`src/rtl/assert_macros.svh`:
```
// ----------------------------------------------------------------------------
// assert_macros
// concurrent assertion helpers, empty when synthesizing
// ----------------------------------------------------------------------------
`ifndef ASSERT_MACROS_SVH
`define ASSERT_MACROS_SVH

`ifndef SYNTH

// property must hold at every clock edge outside reset
`define ASSERT_CLK(label, clk, rstn, prop) \
    label: assert property (@(posedge clk) disable iff (!rstn) prop) \
        else $error("assertion failed");

// expression must never be true outside reset
`define ASSERT_NEVER(label, clk, rstn, expr) \
    label: assert property (@(posedge clk) disable iff (!rstn) !(expr)) \
        else $error("forbidden condition seen");

`else

`define ASSERT_CLK(label, clk, rstn, prop)
`define ASSERT_NEVER(label, clk, rstn, expr)

`endif

`endif

```
`src/rtl/ngrf_pkg.sv`:
```
// ----------------------------------------------------------------------------
// ngrf_pkg
// shared constants and types of the ng-route feasibility check
// ----------------------------------------------------------------------------
`default_nettype none

package ngrf_pkg;

    localparam int NUM_VERTICES = 64;
    localparam int MAX_ROUTES   = 65536;

    localparam int VERTEX_W = 6;
    localparam int NB_W     = 64;
    localparam int ROUTE_W  = 16;
    localparam int ADDR_W   = $clog2(NUM_VERTICES);
    localparam int PADDR_W  = 3;
    localparam int PDATA_W  = 32;

    // operation codes of an input item
    localparam logic OP_LOAD  = 1'b0;
    localparam logic OP_ROUTE = 1'b1;

    // register index, taken from paddr[2]
    localparam logic REG_FULL_MEMORY = 1'b0;
    localparam logic REG_FIRST_ROUTE = 1'b1;

    typedef logic [VERTEX_W-1:0] vertex_t;
    typedef logic [NB_W-1:0]     nb_t;
    typedef logic [ROUTE_W-1:0]  route_t;

    // route vertex waiting for its table word
    typedef struct packed {
        vertex_t vertex;
        logic    last;
        logic    in_range;
    } stage_t;

endpackage

`default_nettype wire

```
`src/rtl/ngrf_ram.sv`:
```
// ----------------------------------------------------------------------------
// ngrf_ram
// generic single write port ram with registered read
// ----------------------------------------------------------------------------
`default_nettype none

module ngrf_ram #(
    parameter int WIDTH = 64,
    parameter int DEPTH = 64
) (
    input  wire logic                     clk,
    input  wire logic                     we,
    input  wire logic [$clog2(DEPTH)-1:0] waddr,
    input  wire logic [WIDTH-1:0]         wdata,
    input  wire logic                     re,
    input  wire logic [$clog2(DEPTH)-1:0] raddr,
    output logic      [WIDTH-1:0]         rdata
);

    logic [WIDTH-1:0] mem [DEPTH];

    always_ff @(posedge clk)
    begin
        if (we)
        begin
            mem[waddr] <= wdata;
        end
        if (re)
        begin
            rdata <= mem[raddr];
        end
    end

endmodule

`default_nettype wire

```
`src/rtl/ng_route_feasibility_check.sv`:
```
// ----------------------------------------------------------------------------
// ng_route_feasibility_check
// flags routes that revisit a vertex held in ng-route memory
// ----------------------------------------------------------------------------
// input channel (in_valid / in_ready) carries one item per vertex: a load item
// writes the neighbourhood word of a vertex into the table, a route item
// visits a vertex. the route item with last set closes the route and yields
// one item on the output channel (out_valid / out_ready) with the route index
// and the remove flag.
// a closing item is held in the stage register and then in the output register.
// throughput is one item per cycle while the receiver does not stall: the table
// read of one item overlaps the path memory update of the item before it.
// a stalled receiver holds a closing route item in the stage behind the table
// read; non-closing items and loads keep flowing until that item is stuck.
// reset clears the path memory, the flag, the route counter and the two
// registers; the table stays undefined until loaded, with no clearing pass.
// registers via apb at 0x0 (full_memory) and 0x4 (first_route) must be written
// only while the block is idle; the block itself does not enforce this.
// ----------------------------------------------------------------------------
`default_nettype none
`include "assert_macros.svh"

module ng_route_feasibility_check (
    input  wire logic                          clk,
    input  wire logic                          rst_n,
    // apb
    input  wire logic                          psel,
    input  wire logic                          penable,
    input  wire logic                          pwrite,
    input  wire logic [ngrf_pkg::PADDR_W-1:0]  paddr,
    input  wire logic [ngrf_pkg::PDATA_W-1:0]  pwdata,
    output logic      [ngrf_pkg::PDATA_W-1:0]  prdata,
    output logic                               pready,
    // input items
    input  wire logic                          in_valid,
    output logic                               in_ready,
    input  wire logic                          operation,
    input  wire logic [ngrf_pkg::VERTEX_W-1:0] vertex,
    input  wire logic [ngrf_pkg::NB_W-1:0]     neighbourhood,
    input  wire logic                          last,
    // result items
    output logic                               out_valid,
    input  wire logic                          out_ready,
    output logic      [ngrf_pkg::ROUTE_W-1:0]  route_index,
    output logic                               remove
);

    import ngrf_pkg::*;

    logic    full_memory_reg;
    route_t  first_route_reg;

    logic    s1_valid_reg, s1_valid_next;
    stage_t  s1_reg, s1_next;

    nb_t     path_reg, path_next;
    logic    flagged_reg, flagged_next;
    route_t  counter_reg, counter_next;

    logic    out_valid_reg, out_valid_next;
    route_t  route_index_reg, route_index_next;
    logic    remove_reg, remove_next;

    logic    in_accept;
    logic    s1_fire;
    logic    cfg_write;
    logic    ram_we;
    logic    ram_re;
    nb_t     ram_rdata;
    nb_t     entry;
    nb_t     vbit;
    logic    hit;
    logic    vertex_in_range;

    // ------------------------------------------------------------------
    // configuration port
    // ------------------------------------------------------------------
    assign pready    = 1'b1;
    assign cfg_write = psel & penable & pwrite & pready;

    always_ff @(posedge clk or negedge rst_n)
    begin
        if (!rst_n)
        begin
            full_memory_reg <= 1'b0;
            first_route_reg <= '0;
        end
        else if (cfg_write)
        begin
            unique case (paddr[2])
                REG_FULL_MEMORY: full_memory_reg <= pwdata[0];
                REG_FIRST_ROUTE: first_route_reg <= pwdata[ROUTE_W-1:0];
                default:         full_memory_reg <= full_memory_reg;
            endcase
        end
    end

    always_comb
    begin
        unique case (paddr[2])
            REG_FULL_MEMORY: prdata = {{(PDATA_W-1){1'b0}}, full_memory_reg};
            REG_FIRST_ROUTE: prdata = {{(PDATA_W-ROUTE_W){1'b0}}, first_route_reg};
            default:         prdata = '0;
        endcase
    end

    // ------------------------------------------------------------------
    // handshake and table access
    // ------------------------------------------------------------------
    // a closing item may leave stage 1 only when the output register frees
    assign s1_fire   = s1_valid_reg & (~s1_reg.last | ~out_valid_reg | out_ready);
    assign in_ready  = ~s1_valid_reg | s1_fire;
    assign in_accept = in_valid & in_ready;

    assign vertex_in_range = ({1'b0, vertex} < (VERTEX_W+1)'(NUM_VERTICES));

    assign ram_we = in_accept & (operation == OP_LOAD) & vertex_in_range;
    assign ram_re = in_accept & (operation == OP_ROUTE);

    ngrf_ram #(
        .WIDTH (NB_W),
        .DEPTH (NUM_VERTICES)
    ) u_table (
        .clk   (clk),
        .we    (ram_we),
        .waddr (vertex[ADDR_W-1:0]),
        .wdata (neighbourhood),
        .re    (ram_re),
        .raddr (vertex[ADDR_W-1:0]),
        .rdata (ram_rdata)
    );

    always_comb
    begin
        s1_valid_next = s1_valid_reg;
        s1_next       = s1_reg;
        if (in_ready)
        begin
            s1_valid_next = ram_re;
        end
        if (ram_re)
        begin
            s1_next.vertex   = vertex;
            s1_next.last     = last;
            s1_next.in_range = vertex_in_range;
        end
    end

    // ------------------------------------------------------------------
    // path memory update
    // ------------------------------------------------------------------
    assign entry = s1_reg.in_range ? ram_rdata : '0;
    assign vbit  = nb_t'(1) << s1_reg.vertex;
    assign hit   = |(path_reg & vbit);

    always_comb
    begin
        path_next        = path_reg;
        flagged_next     = flagged_reg;
        counter_next     = counter_reg;
        out_valid_next   = out_valid_reg & ~out_ready;
        route_index_next = route_index_reg;
        remove_next      = remove_reg;
        if (s1_fire)
        begin
            if (!flagged_reg)
            begin
                if (hit)
                begin
                    flagged_next = 1'b1;
                end
                else
                begin
                    path_next = (full_memory_reg ? path_reg : (path_reg & entry)) | vbit;
                end
            end
            if (s1_reg.last)
            begin
                out_valid_next   = 1'b1;
                route_index_next = counter_reg;
                remove_next      = (flagged_reg | hit) & (counter_reg >= first_route_reg);
                path_next        = '0;
                flagged_next     = 1'b0;
                counter_next     = (counter_reg == ROUTE_W'(MAX_ROUTES - 1)) ?
                                   '0 : counter_reg + ROUTE_W'(1);
            end
        end
    end

    always_ff @(posedge clk or negedge rst_n)
    begin
        if (!rst_n)
        begin
            s1_valid_reg  <= 1'b0;
            path_reg      <= '0;
            flagged_reg   <= 1'b0;
            counter_reg   <= '0;
            out_valid_reg <= 1'b0;
        end
        else
        begin
            s1_valid_reg  <= s1_valid_next;
            path_reg      <= path_next;
            flagged_reg   <= flagged_next;
            counter_reg   <= counter_next;
            out_valid_reg <= out_valid_next;
        end
    end

    always_ff @(posedge clk)
    begin
        s1_reg          <= s1_next;
        route_index_reg <= route_index_next;
        remove_reg      <= remove_next;
    end

    assign out_valid   = out_valid_reg;
    assign route_index = route_index_reg;
    assign remove      = remove_reg;

    // ------------------------------------------------------------------
    // assertions
    // ------------------------------------------------------------------
    `ASSERT_CLK(a_close_gives_result, clk, rst_n, (s1_fire && s1_reg.last) |=> out_valid)
    `ASSERT_CLK(a_close_clears_path, clk, rst_n, (s1_fire && s1_reg.last) |=> (path_reg == '0 && !flagged_reg))
    `ASSERT_CLK(a_remove_above_first, clk, rst_n, (out_valid && remove) |-> (route_index >= first_route_reg))
    `ASSERT_NEVER(a_no_accept_on_stall, clk, rst_n, in_ready && s1_valid_reg && !s1_fire)

endmodule

`default_nettype wire

```
`config.mk`:
```
export PLATFORM = sky130hd
export DESIGN_NAME = ng_route_feasibility_check
export DESIGN_NICKNAME = d
export VERILOG_FILES = /design/src/rtl/ngrf_pkg.sv /design/src/rtl/ngrf_ram.sv /design/src/rtl/ng_route_feasibility_check.sv
export VERILOG_INCLUDE_DIRS = /design/src /design/src/rtl
export SDC_FILE = /design/constraint.sdc
export NUM_CORES = 2
export LEC_CHECK = 0
export BUFFER_PORTS_ARGS = -buffer_cell sky130_fd_sc_hd__buf_4
export CELL_PAD_IN_SITES_DETAIL_PLACEMENT = 1
export CELL_PAD_IN_SITES_GLOBAL_PLACEMENT = 1
export CORE_MARGIN = 2
export CORE_UTILIZATION = 45
export CTS_CLUSTER_DIAMETER = 100
export CTS_CLUSTER_SIZE = 20
export DETAILED_ROUTE_END_ITERATION = 8
export PLACE_DENSITY_LB_ADDON = 0.05
export SYNTH_ARGS = -nofsm -noshare
export SYNTH_HDL_FRONTEND = slang
export SYNTH_SLANG_ARGS = --single-unit
```
`constraint.sdc`:
```
create_clock -name clk -period 8.74 [get_ports clk]
set_input_delay 1.748 -clock clk [delete_from_list [all_inputs] [get_ports clk]]
set_output_delay 1.748 -clock clk [all_outputs]
set_load 0.02 [all_outputs]
```
Word level (Yosys, flattened, before mapping)
Memories as Yosys holds them, arrays and structs flattened. A register that Yosys moved wholly into a read port is not among the register bits.
Cells that the tools add are included.
{"block": "classes", "shifts": 1, "eq_ne": 3, "mux": 13, "addsub": 1, "bitwise": 21, "n_lt_le_gt_ge": 1, "reduce_logical": 5}
{"cell": "$mux W64", "n": 4}
{"cell": "$and A64 B64 Y64", "n": 2}
{"cell": "$or A64 B64 Y64", "n": 1}
{"cell": "$pmux W32 S2", "n": 1}
{"cell": "$reduce_or A64 Y1", "n": 1}
{"cell": "$shl A1 B6 Y64 const A", "n": 1}
{"cell": "$add A16 B1 Y16 const B", "n": 1}
{"cell": "$eq A16 B16 Y1 const B", "n": 1}
{"cell": "$ge A16 B16 Y1", "n": 1}
{"cell": "$mux W16", "n": 1}
{"cell": "$and A1 B1 Y1", "n": 8}
{"cell": "$mux W1", "n": 7}
{"cell": "$not A1 Y1", "n": 6}
{"cell": "$reduce_and A2 Y1", "n": 3}
{"cell": "$ne A2 B2 Y1 const B", "n": 2}
{"cell": "$or A1 B1 Y1", "n": 4}
{"cell": "$reduce_and A3 Y1", "n": 1}
{"block": "word_totals", "mem_count": 1, "out_inout_bits": 52, "wordCells": 57, "reg_bits": 124, "ramBits": 4096}
{"memory": "u_table.mem", "words": 64, "width": 64, "read_ports": 1, "rd_clocked_by_memory_dff": 1, "wr": 1, "line_no": "ngrf_ram.sv:20", "rtl": "logic [WIDTH-1:0] mem [DEPTH];"}

Logic depth before layout (Yosys ltp)
{"block": "logic_depth", "ltp_word": 9, "depth_mapped": 12, "mapped_depth_nobuf": 10}

Cells and area by module
From an unflattened synthesis, not the netlist that was laid out.
{"block": "unflattened", "hier_cells": 7278, "hier_area_um2": 163904.7}
{"module": "ngrf_ram", "area_each_um2": 156989.3, "n_inst": 1, "cells_each": 6598}
{"module": "ng_route_feasibility_check", "area_each_um2": 6915.4, "n_inst": 1, "cells_each": 680}

Worst setup path after synthesis
OpenSTA, ideal clock, no wires.
{"block": "synth_path", "kind": "input to register", "startpoint": "input vertex[0] in the netlist's numbering", "endpoint": "memory u_table.mem[0][0] (enable)", "stages": 7, "path_slack_ns": 2.008, "arrival_ns": 6.246, "cell_sequence": "clkbuf_1 > nor3_1 > clkbuf_1 > buf_1 > buf_1 > nand2_1 > nor2_1"}
{"item": "start: declaration", "line_no": "ng_route_feasibility_check.sv:38", "rtl": "input wire logic [ngrf_pkg::VERTEX_W-1:0] vertex,"}
{"item": "end: declaration", "line_no": "ngrf_ram.sv:20"}
Straight into the memory's write port.

Worst setup path after layout
{"block": "layout_path", "startpoint": "input out_ready", "endpoint": "memory u_table.mem[2][4] (enable)"}
{"block": "layout_between", "elab_chain_len": 7}
{"item": "start: declaration", "line_no": "ng_route_feasibility_check.sv:43", "rtl": "input wire logic out_ready,"}
{"item": "$or A1 B1 Y1", "line_no": "ng_route_feasibility_check.sv:111", "rtl": "assign s1_fire = s1_valid_reg & (~s1_reg.last | ~out_valid_reg | out_ready);"}
{"item": "$and A1 B1 Y1", "line_no": "ng_route_feasibility_check.sv:111"}
{"item": "$or A1 B1 Y1", "line_no": "ng_route_feasibility_check.sv:112", "rtl": "assign in_ready = ~s1_valid_reg | s1_fire;"}
{"item": "$and A1 B1 Y1", "line_no": "ng_route_feasibility_check.sv:113", "rtl": "assign in_accept = in_valid & in_ready;"}
{"item": "$and A1 B1 Y1", "line_no": "ng_route_feasibility_check.sv:117", "rtl": "assign ram_we = in_accept & (operation == OP_LOAD) & vertex_in_range;"}
{"item": "$mux W1", "line_no": "ngrf_ram.sv:24", "rtl": "if (we)"}
{"item": "$mux W1 (not written as such)", "line_no": "ngrf_ram.sv:26", "rtl": "mem[waddr] <= wdata;"}
Every way passes these cells.

==> results.yml <==
setup_path:
  r2r-end: "u_table.mem[2][4]$_DFFE_PP_"
  startpoint: "out_ready"
  cpPeakStageDelay_ns: 0.97
  cpMaxStageDelayCell: "buf_4"
  regToRegSetupSlack_ns: 3.93
  cp_top_family: "simple AND/OR/NAND/NOR gates"
  crit_arrival_ns: 5.64
  worstSetupPathType: "in -> reg"
  cp_max_fo: 36
  cp_cell_sequence: "buf_4, nand4b_1, nand2_1, nor2_1, buf_4, nand2_1, nor2_4, buf_4"
  worst-path-buf-inv: 3
  reg2reg_from: "s1_reg[1]$_DFFE_PP_"
  crit_top_cell: "buf_4"
  r2r_cells: 7
  crit_path_end_kind: "flip-flop"
  worstPathRequired_ns: 9.35
  endpoint: "u_table.mem[2][4]$_DFFE_PP_"
  crit_cells: 8
  start_kind: "input pin"
drt:
  drc: 0
  wl_um: 545500
  vias_per_cell: 6.823
  vias: 89080
  highest_layer: "met5"
  wirelength_met1_um: 232100
  drtIter0Drc: 13210
  dr_wl_met2_um: 255800
  avgRoutedWirePerCell_um: 41.78
  first_pass_iters: 6
  ant_nets: 0
  met3_wirelength_um: 43800
synthesis:
  synth_area_mm2: 0.1554
  netlist_instances: 8337
  synth_top_area_share_pct: 80.86
  synth_top_family_by_area: "compound AO/OA/AOI/OAI gates"
  synth_ff_type: "edfxtp_1"
  synth_area_leader_cell: "edfxtp_1"
  synth-xor-area-share_pct: 0.05636
  synth-seq-cells: 4284
  syn_avg_cell_area_um2: 18.64
  seq_area_frac_synth_pct: 82.47
  synth_compound_gate_area_share_pct: 13.54
  synth_edf_count: 4184
  ys_types: 70
  synth-adder-area-share_pct: 0.1369
  yosys_warnings: 0
  synthSimpleGateAreaFrac_pct: 2.077
  synth-async-reset-ratio_pct: 2.334
  synthMuxAreaShare_pct: 0.1763
  ys_top_cells_by_area: "edfxtp_1, a22oi_1, a22o_1, a221oi_1, dfrtp_1"
clock_tree:
  clockRootBuffer: "clkbuf_16"
  clock-sinks: 4284
  cts_tree: "done"
  insertion_delay_ns: 1.05
  post_cts_buffers: 0
  h-tree-depth: 4
  cts.clk_slew.worst_paths_ns: 0.08
  cts_hold_buf: 0
  cts_buffer_depth: 4
  numCtsBuffers: 236
  post_cts_resized: 0
timing:
  final_max_slew_viol_count: 0
  fmax_mhz: 198.7
  tightest_slew_ns: 1.426
  final_hold_viol_count: 0
  rsz0062_at_grt: "no"
  slew_headroom_pct: 4.740
  period_needed_ns: 5.033
  finalSetupViolations: 0
  fin_tns_setup_ns: 0
  post-route-period-util_pct: 57.58
  finalClockSkew_ns: 0.06872
power_and_ir_drop:
  p_per_area_mw_per_mm2: 212.3
  irDropWorstVdd_mv: 0.2070
  power_leakage_uw: 0.05088
layout:
  mostFrequentLayoutCell: "edfxtp_1"
  nets: 8560
  largest_reg_flops: 4096
  fillers: 30900
  syn_to_final_growth_pct: 9.335
  final_area_mm2: 0.1699
  layout_common_cells: "edfxtp_1, a22oi_1, a22o_1, a221oi_1, a31oi_1"
  drive_gt1_share_pct: 9.389
floorplanning:
  ios: 166
  die_w_um: 591.6
  die_h_um: 591.6
  coreArea_mm2: 0.3433
  start_util_pct: 45.27
  row_count: 215
  die_area_mm2: 0.3500
job:
  maxCapViolCount: 0
grt:
  overflow: 0
  grt_usage_pct: 30.69
  antenna_found_initial: 43
  grt_pass1_vias: 87750
  grt_pass1_wl_um: 743800
  grt_max_degree: 92
place:
  place_area_mm2: 0.1635
  gp_congestion: 0.8332
  port_buffers: 130
  dp_hpwl_um: 288200
min_path:
  hp-class: "reg -> reg"
status:
  outcome: "finished, final reports clean"
per-layer routing:
metal	GRT usage, %	vias to the layer above
met1	45.33	48780
met2	48.98	4320
met4	7.334	10
met5	0	-
met3	3.539	596
li1	-	35370
report_power, final:
group	internal (µW)	leakage, µW	switching [µW]
logic	452	0.00878	1340
clock network	4950	0.00309	6580
registers	22700	0.0390	96.2
cells by family (layout without fill, tap and decap cells):
| family | after synthesis | count (layout) |
|---|---|---|
| AOI/OAI and AO/OA | 2801 | 2801 |
| xor gates and xnor gates | 10 | 10 |
| adders and majority gates | 17 | 17 |
| and+or+nand+nor | 587 | 587 |
| muxes | 25 | 25 |
| other | 2 | 28 |
| DFF | 4284 | 4284 |
| buffers and inverters | 611 | 748 |
stage by stage:
step | util [%] | hold slack (ns) | power (µW) | setup WS [ns] | instances
4_1_cts | 49.49 | 0.4983 | 36240 | 3.834 | 13050
6_report | 49.50 | 0.4963 | 36070 | 3.707 | 13060
3_3_place_gp | 47.63 | 0.4670 | 24960 | 2.800 | 12750
2_1_floorplan | - | 0.4478 | 23960 | 2.008 | 8352
3_5_place_dp | 47.63 | 0.4731 | 25000 | 2.773 | 12750
5_1_grt | 49.49 | 0.5100 | 36940 | 3.647 | 13050
how the worst min path moves through the flow:
stage / startpoint / end / slack, ns / cells after the start
2_1_floorplan: path_reg[50]$_DFFE_PN0P_ / path_reg[50]$_DFFE_PN0P_ / 0.45 / 1
3_3_place_gp: path_reg[50]$_DFFE_PN0P_ / path_reg[50]$_DFFE_PN0P_ / 0.47 / 1
3_5_place_dp: path_reg[31]$_DFFE_PN0P_ / path_reg[31]$_DFFE_PN0P_ / 0.47 / 1
4_1_cts: path_reg[31]$_DFFE_PN0P_ / path_reg[31]$_DFFE_PN0P_ / 0.50 / 1
5_1_grt: path_reg[50]$_DFFE_PN0P_ / path_reg[50]$_DFFE_PN0P_ / 0.51 / 1
6_report: path_reg[21]$_DFFE_PN0P_ / path_reg[21]$_DFFE_PN0P_ / 0.50 / 1
final cells by class:
cell class | count | area (µm²) | area share, %
Sequential cell | 4284 | 128100 | 75.43
Multi-Input combinational cell | 3457 | 25480 | 15.00
Clock buffer | 283 | 6092 | 3.586
Tap cell | 4557 | 5702 | 3.356
Timing Repair Buffer | 428 | 4076 | 2.399
Clock inverter | 15 | 281.5 | 0.1657
Inverter | 22 | 87.58 | 0.05155
Antenna cell | 11 | 27.53 | 0.01620
worst reg2reg max path, delay by kind of cell (launching register included):
kind                   cells  cell delay (ns)
AND/OR/NAND/NOR            5             2.47
buffers and inverters      2             1.31
flip-flops                 1             0.54
cells in the mapped netlist (4+ instances only):
master / count
o2bb2ai_1: 21
nor2_1: 103
o21ai_0: 58
xnor2_1: 6
a21oi_1: 187
nor3b_1: 5
a21o_1: 50
nand4_1: 140
nor4_1: 60
or3_1: 6
buf_1: 71
nand4b_1: 6
mux2i_1: 6
o21bai_1: 21
and2_1: 18
nor2b_1: 13
o22ai_1: 5
inv_1: 22
buf_4: 20
a221oi_1: 407
mux2_2: 19
dfrtp_1: 100
clkbuf_1: 471
a31oi_1: 375
xor2_1: 4
and3_1: 5
nand2_1: 72
a22o_1: 410
nand3b_1: 9
edfxtp_1: 4184
ha_1: 17
nand3_1: 102
buf_2: 27
nor3_1: 9
and3b_1: 6
nand2b_1: 7
a22oi_1: 1237
No activity file was read; power rests on OpenSTA's default activity.
